==> src/hdl/swms_pkg.sv <==
// ----------------------------------------------------------------------------
// swms_pkg - shared definitions for the moving-window mean/stddev core
// Field widths, parameter defaults, and the control/status types of the
// shared square-root/divide unit.
// ----------------------------------------------------------------------------
package swms_pkg;

  // Parameter defaults
  localparam int DEF_DEPTH       = 256;
  localparam int DEF_SAMPLE_BITS = 16;

  // Fixed field widths
  localparam int CFG_W  = 9;   // window_len register
  localparam int FILL_W = 9;   // fill_count
  localparam int MEAN_W = 24;  // mean_q8
  localparam int STD_W  = 24;  // stddev_q8

  // Window length after reset (before clamping to the ring depth)
  localparam int WIN_RESET = 256;

  // Fraction bits of the statistics
  localparam int FRAC_BITS = 8;

  function automatic int max2(input int a, input int b);
    return (a > b) ? a : b;
  endfunction

  // Operation of the shared iterative unit
  typedef enum logic {
    OP_SQRT,
    OP_DIV
  } swms_op_e;

  typedef struct packed {
    logic     start;
    swms_op_e op;
  } swms_ctrl_t;

  typedef struct packed {
    logic busy;
    logic done;
  } swms_stat_t;

endpackage

==> src/hdl/swms_sqdiv.sv <==
// ----------------------------------------------------------------------------
// swms_sqdiv - shared iterative square root / divider
// Restoring digit recurrence with one compare/subtract: square root takes
// two radicand bits per cycle, division one dividend bit per cycle.
// ----------------------------------------------------------------------------
module swms_sqdiv #(
  parameter int ROOT_W = 32,
  parameter int DIV_W  = 32,
  parameter int CNT_W  = 9
) (
  input  logic                                        clk_i,
  input  logic                                        rst_ni,
  input  swms_pkg::swms_ctrl_t                        ctrl_i,
  input  logic [2*ROOT_W-1:0]                         op_a_i,     // radicand, or dividend in low bits
  input  logic [CNT_W-1:0]                            divisor_i,
  output swms_pkg::swms_stat_t                        stat_o,
  output logic [swms_pkg::max2(ROOT_W, DIV_W)-1:0]    result_o,
  output logic                                        rem_nz_o
);
  import swms_pkg::*;

  localparam int SRC_W  = 2 * ROOT_W;
  localparam int RES_W  = max2(ROOT_W, DIV_W);
  localparam int REM_W  = max2(ROOT_W + 3, CNT_W + 2);
  localparam int STEP_W = $clog2(RES_W + 1);

  logic              busy_q, busy_d;
  logic [STEP_W-1:0] cnt_q, cnt_d;
  swms_op_e          op_q, op_d;
  logic [SRC_W-1:0]  src_q, src_d;
  logic [REM_W-1:0]  rem_q, rem_d;
  logic [RES_W-1:0]  res_q, res_d;
  logic [CNT_W-1:0]  dvs_q, dvs_d;

  logic [REM_W-1:0]  shifted;
  logic [REM_W-1:0]  trial;
  logic [REM_W:0]    diff;
  logic              fits;

  // One recurrence step: shift in the next digit, try to subtract
  always_comb begin
    unique case (op_q)
      OP_SQRT: begin
        shifted = {rem_q[REM_W-3:0], src_q[SRC_W-1 -: 2]};
        trial   = REM_W'({res_q[ROOT_W-1:0], 2'b01});
      end
      OP_DIV: begin
        shifted = {rem_q[REM_W-2:0], src_q[SRC_W-1]};
        trial   = REM_W'(dvs_q);
      end
      default: begin
        shifted = rem_q;
        trial   = REM_W'(dvs_q);
      end
    endcase
    diff = {1'b0, shifted} - {1'b0, trial};
    fits = ~diff[REM_W];
  end

  // Sequence the steps; a start always reloads the unit
  always_comb begin
    busy_d = busy_q;
    cnt_d  = cnt_q;
    op_d   = op_q;
    src_d  = src_q;
    rem_d  = rem_q;
    res_d  = res_q;
    dvs_d  = dvs_q;
    if (busy_q && (cnt_q != '0)) begin
      cnt_d = cnt_q - STEP_W'(1);
      rem_d = fits ? diff[REM_W-1:0] : shifted;
      res_d = {res_q[RES_W-2:0], fits};
      src_d = (op_q == OP_SQRT) ? (src_q << 2) : (src_q << 1);
    end else if (busy_q) begin
      busy_d = 1'b0;
    end
    if (ctrl_i.start) begin
      busy_d = 1'b1;
      op_d   = ctrl_i.op;
      rem_d  = '0;
      res_d  = '0;
      dvs_d  = divisor_i;
      if (ctrl_i.op == OP_SQRT) begin
        cnt_d = STEP_W'(ROOT_W);
        src_d = op_a_i;
      end else begin
        cnt_d = STEP_W'(DIV_W);
        src_d = SRC_W'(op_a_i[DIV_W-1:0]) << (SRC_W - DIV_W);
      end
    end
  end

  always_ff @(posedge clk_i or negedge rst_ni) begin
    if (!rst_ni) begin
      busy_q <= 1'b0;
      cnt_q  <= '0;
      op_q   <= OP_SQRT;
    end else begin
      busy_q <= busy_d;
      cnt_q  <= cnt_d;
      op_q   <= op_d;
    end
  end

  // Datapath registers
  always_ff @(posedge clk_i) begin
    src_q <= src_d;
    rem_q <= rem_d;
    res_q <= res_d;
    dvs_q <= dvs_d;
  end

  assign stat_o.busy = busy_q;
  assign stat_o.done = busy_q && (cnt_q == '0);
  assign result_o    = res_q;
  assign rem_nz_o    = (rem_q != '0);

endmodule

==> config.mk <==
export PLATFORM = sky130hd
export DESIGN_NAME = swms_sqdiv
export DESIGN_NICKNAME = d
export VERILOG_FILES = /design/src/hdl/swms_pkg.sv /design/src/hdl/swms_sqdiv.sv
export SDC_FILE = /design/constraint.sdc
export NUM_CORES = 1
export LEC_CHECK = 0
export BUFFER_PORTS_ARGS = -buffer_cell sky130_fd_sc_hd__buf_4
export CORE_MARGIN = 4
export CORE_UTILIZATION = 40
export CTS_CLUSTER_DIAMETER = 150
export CTS_CLUSTER_SIZE = 25
export DETAILED_ROUTE_END_ITERATION = 6
export GPL_TIMING_DRIVEN = 0
export PLACE_DENSITY = 0.7
export SLEW_MARGIN = 25
export SYNTH_ARGS = -nofsm -noshare
export SYNTH_HDL_FRONTEND = slang
export SYNTH_SLANG_ARGS = --single-unit
==> constraint.sdc <==
create_clock -name clk_i -period 8.2 [get_ports clk_i]
set_input_delay 1.64 -clock clk_i [delete_from_list [all_inputs] [get_ports clk_i]]
set_output_delay 1.64 -clock clk_i [all_outputs]
set_load 0.005 [all_outputs]
After elaboration in Yosys (flattened, before gate mapping):

Cells that the tools add are included.

* register bits: 148
* latch bits: 0
* RAM bits: 0
* ROM bits: 0
* input port bits: 77
* output and inout bits: 35
* logic and storage cells: 29
* memories: 0

* add/sub/neg operators: 2
* $mul: 0
* divide/modulo/power cells: 0
* order comparisons: 0
* equality and inequality tests: 1
* shift-type cells: 0
* multiplexer cells: 11
* bitwise logic cells: 2
* reductions and logical operators: 6

Operators with widths (count)
* $mux W64: 4
* $pmux W35 S2: 2
* $sub A35 B35 Y36: 1
* $mux W35: 1
* $reduce_bool A35 Y1: 1
* $mux W6: 2
* $logic_not A6 Y1: 1
* $reduce_bool A6 Y1: 1
* $sub A6 B1 Y6 const B: 1
* $logic_and A1 B1 Y1: 2
* $mux W1: 2
* $ne A2 B2 Y1 const B: 1
* $not A1 Y1: 2
* $reduce_bool A2 Y1: 1

Depth between registers and ports, before layout:

* word-level depth: 4
* depth in mapped cells: 17
* depth with buffers taken out: 11

Worst setup path after synthesis:

Ideal clock, no wire load.

* path type: register -> register
* start: reg op_q
* end: reg rem_q[1]
* arrival time: 3.970 ns
* required time: 8.083 ns
* slack: 4.113 ns
* stages on the path, launching flop included: 17
* buffers on the path: 6
* cells stage by stage: dfrtp_1 -> clkbuf_1 -> clkbuf_1 -> clkbuf_1 -> buf_1 -> mux2i_1 -> ha_1 -> a21oi_1 -> o21ai_2 -> a221oi_4 -> a311oi_2 -> a211oi_4 -> and2_1 -> buf_6 -> buf_6 -> nand2_1 -> a32o_1

* longest elaborated chain between the ends: 4
* elaborated cells on any way between the ends: 5
* those cells by class: add/sub: 1; mux: 3; bitwise: 1

RTL lines
* from (decl): line swms_sqdiv.sv:29 `swms_op_e op_q, op_d;`
* from (signal assigned): line swms_sqdiv.sv:101 `op_q <= op_d;`
* $not A1 Y1: line swms_sqdiv.sv:42 `unique case (op_q)`
* $pmux W35 S2: line swms_sqdiv.sv:42
* $sub A35 B35 Y36: line swms_sqdiv.sv:56 `diff = {1'b0, shifted} - {1'b0, trial};`
* $mux W35 *: line swms_sqdiv.sv:71 `rem_d = fits ? diff[REM_W-1:0] : shifted;`
* to (signal assigned): line swms_sqdiv.sv:108 `rem_q <= rem_d;`
* to (decl): line swms_sqdiv.sv:31 `logic [REM_W-1:0] rem_q, rem_d;`

Every way passes the cells marked *; elsewhere a longest branch is shown, timed or not. The select of a mux whose other input is x is not followed.
A chain may end at the register's enable or synchronous reset.

Worst setup path in the final report:

* start: reg op_q
* end: reg rem_q[34]

The elaborated chain is that of the path after synthesis.

==> results.md <==
- Internal power: approximately 2.3 mW
- Die ar.: 26400 µm²
- Max-slew headroom: 45.3%
- Total global routing overflow: 0
- Share of layout cells above drive strength 1: between 10% and 20%
- Clock Latency Late Sink: roughly 0.44 ns
- Core footprint: 23500 µm²
- Asr flop ratio synth: under 10%
- Final setup vio count: 0
- Critical path cell sequence: clkbuf_1, clkbuf_1, clkbuf_1, buf_1, mux2i_1, ha_1, o211ai_1, a21o_1, a31oi_1, o2111a_1, a2111oi_1, o41ai_1, or3_1, a31oi_1
- Crit path kind: flop to flop
- I/O Buffers: 110
- Clock buffer depth: 2
- Critical Path Max Stage Delay: a little under 0.7 ns
- Psw: 1.77 mW
- Syn nets: between 1000 and 1500
- Vias in the first global route: ~8000
- CP endpoint kind: flop
- Post-DP HPWL: 20.2 mm
- Antenna violations before repair: 0
- Via-per-instance ratio: between 5 and 6
- Yosys cell types: 73
- Clock transition at path regs: ~0.07 ns
- # IOs: between 100 and 150
- Drt total wl: 27.1 mm
- Syn avg cell area: approximately 9.1 µm²
- Cts repair resizes: 0
- VDD IR-drop max: 186 µV
- Worst slew pin tran: 0.821 ns
- Status: finished clean
- Critical Path Fanout Max: 10
- Commonest non-fill, non-tap cell in the layout: nand2_1
- CTS tree: done
- Initial core utilization: 40.7%
- GRT Total Usage: roughly 20%
- Clock Skews: around 0.011 ns
- Drt wl/cell: roughly 18 µm
- Worst EP arrival: 5.84 ns
- Antenna Nets Post-Route: 0
- CP Launch Type: flop
- Sequential area share after synthesis: 39.1%
- RSZ-0062 raised after global routing: false
- Vert. Die Dim: ~160 µm
- Ant diodes: 0
- TritonRoute pass-1 iters: 5
- Sinks on Clock Net: about 150
- Synthesized instance count: 1048
- Post-CTS Setup Bufs: 0
- Final Max Tran Viols: 0
- H-tree levels: 4
- Fin worst setup slack: 2.73 ns
- Combinational power share: 53.6%
- Num CTS Buffers: 17
- Worst endpoint required time: ~8.6 ns
- Power density cells: about 360 nW/µm²
- Post-synth EDFFs: 73
- DR DRC count: 0
- Hold Buf Count CTS: 0
- Root buffer cell: clkbuf_16
- Commonest non-fill, non-tap cells in the layout: nand2_1 (151), buf_4 (114), a21oi_1 (110)
- DR vias: roughly 8500
- Initial drt markers: around 700
- Final RePlAce weighted congestion: between 0.8 and 0.9
- Num rows: 56
- FILL cells: between 2000 and 2500
- Post-Place Setup Slack: approximately 2.8 ns
- Clock Power Share: 18.8%
- Tcrit/Tclk final: between 60% and 70%
- Slowest cell on crit path: a2111oi_1
- Seq cells post-synth: 148
- First-pass GRT wire length: around 43 mm
- Area grow syn2layout: 19.0%
- Setup_tns: 0 ns
- Synth warnings: 0
- Pleak: 4.50 nW
- Fin nets: ~1300
- Achievable frequency: roughly 0.18 GHz
- Die width: between 150 and 200 µm
- Net Sw Frac: 43.7%
- Top_reg_cell synth: edfxtp_1
- Hold Crit Class: flop to flop
- Reg power frac: about 28%
- Netlist area before placement: between 9000 and 10000 µm²
- Largest net degree at the start of global routing: 37
- Maxcap violations: 0
- Final worst path period need: approximately 5.5 ns
- Final Hold Fails: 0
- Most used cell, CP: clkbuf_1
-- cell families (layout without fill, tap and decap cells) --
kind of cell / count (synthesis) / count (layout) / share of synthesized area, %
and+or+nand+nor: 323 / 323 / 16.3
AOI/OAI and AO/OA: 303 / 303 / 20.4
DFF: 148 / 148 / 39.1
muxes: 115 / 115 / 12.5
buffers and inverters: 93 / 236 / 4.09
adders and majority gates: 37 / 37 / 4.93
xor gates and xnor gates: 29 / 29 / 2.66
-- metrics by stage --
stage | hold WS [ns] | power, mW | instance area, µm² | std cells | utilization (%)
floorplan | 0.445 | 2.71 | 9550 | 1048 | -
global placement | 0.463 | 3.22 | 10800 | 1477 | 45.9
detailed placement | 0.467 | 3.25 | 10800 | 1478 | 46.0
CTS | 0.476 | 4.02 | 11400 | 1510 | 48.4
global route | 0.503 | 4.33 | 11400 | 1510 | 48.4
finish | 0.472 | 4.05 | 11400 | 1510 | 48.4
-- cells in the mapped netlist, drive strengths merged (5+ instances only) --
master / instances / area share (%)
nor4: 10 / 0.66
nand4: 13 / 0.92
nor2b: 35 / 2.3
o311ai: 5 / 0.46
clkbuf: 48 / 1.9
and2: 7 / 0.46
nor2: 36 / 1.5
a211oi: 39 / 3.2
nand3: 17 / 0.89
a21oi: 114 / 6.2
mux2: 32 / 3.8
o211ai: 9 / 0.76
nor3: 5 / 0.26
o21ai: 73 / 3.9
dfrtp: 8 / 2.1
o31ai: 7 / 0.55
xnor2: 17 / 1.6
inv: 21 / 0.83
edfxtp: 73 / 23
nand2: 151 / 5.9
o21a: 6 / 0.47
dfxtp: 67 / 14
ha: 36 / 4.7
xor2: 12 / 1.1
buf: 24 / 1.4
mux2i: 83 / 8.7
a21o: 8 / 0.63
nand2b: 34 / 2.2
-- worst paths after layout --
check | startpoint | to | slack (ns) | depth (start not counted)
setup reg to reg | op_q$_DFFE_PN0P_ | rem_q[34]$_SDFFE_PP0P_ | 2.73 | 14
hold / removal | result_o[31]$_SDFFE_PP0P_ | result_o[31]$_SDFFE_PP0P_ | 0.47 | 2
min in group asynchronous | rst_ni | op_q$_DFFE_PN0P_ | 1.01 | 1
setup / recovery | op_q$_DFFE_PN0P_ | rem_q[34]$_SDFFE_PP0P_ | 2.73 | 14
max in group asynchronous | rst_ni | cnt_q[0]$_DFFE_PN0P_ | 7.05 | 1
hold reg to reg | result_o[31]$_SDFFE_PP0P_ | result_o[31]$_SDFFE_PP0P_ | 0.47 | 2
-- worst max-delay path, delay by kind of cell (launching register included) --
family | cells | cell delay [ns]
mux | 1 | 0.28
simple gates | 1 | 0.36
compound gates | 7 | 2.05
flops | 1 | 0.32
fa+ha+maj | 1 | 0.31
buf+inv | 4 | 2.08
-- power by group through the flow --
stage               logic (mW)  registers [mW]  clock network, mW
CTS                       2.14            1.11              0.769
global placement          2.09            1.12                  0
finish                    2.17            1.12              0.762
global route              2.38            1.14              0.804
floorplan                 1.62            1.09                  0
detailed placement        2.12            1.13                  0
-- metal layers --
metal,up-vias,wire length [µm],global-route usage (%)
li1,4126,-,-
met5,-,0,0
met3,37,1710,3.92
met1,4051,12400,28.9
met4,0,628,6.61
met2,270,12300,31.5
-- cell type report --
cell class	instances	area, µm²	share of cell area [%]
sequential	148	3730	32.9
timing repair buffer	111	846	7.45
inverter	21	81.3	0.716
clock inverter	14	136	1.20
clock buffer	18	429	3.78
buffer	72	312	2.74
multi-input combinational	807	5420	47.7
tap	319	399	3.51
-- registers in the layout, indices dropped and copies added, names as in the netlist --
name / flops
op_q: 1
result_o: 32
dvs_q: 9
rem_q: 35
cnt_q: 6
busy_q: 1
src_q: 64
No activity file was read; power rests on OpenSTA's default activity.
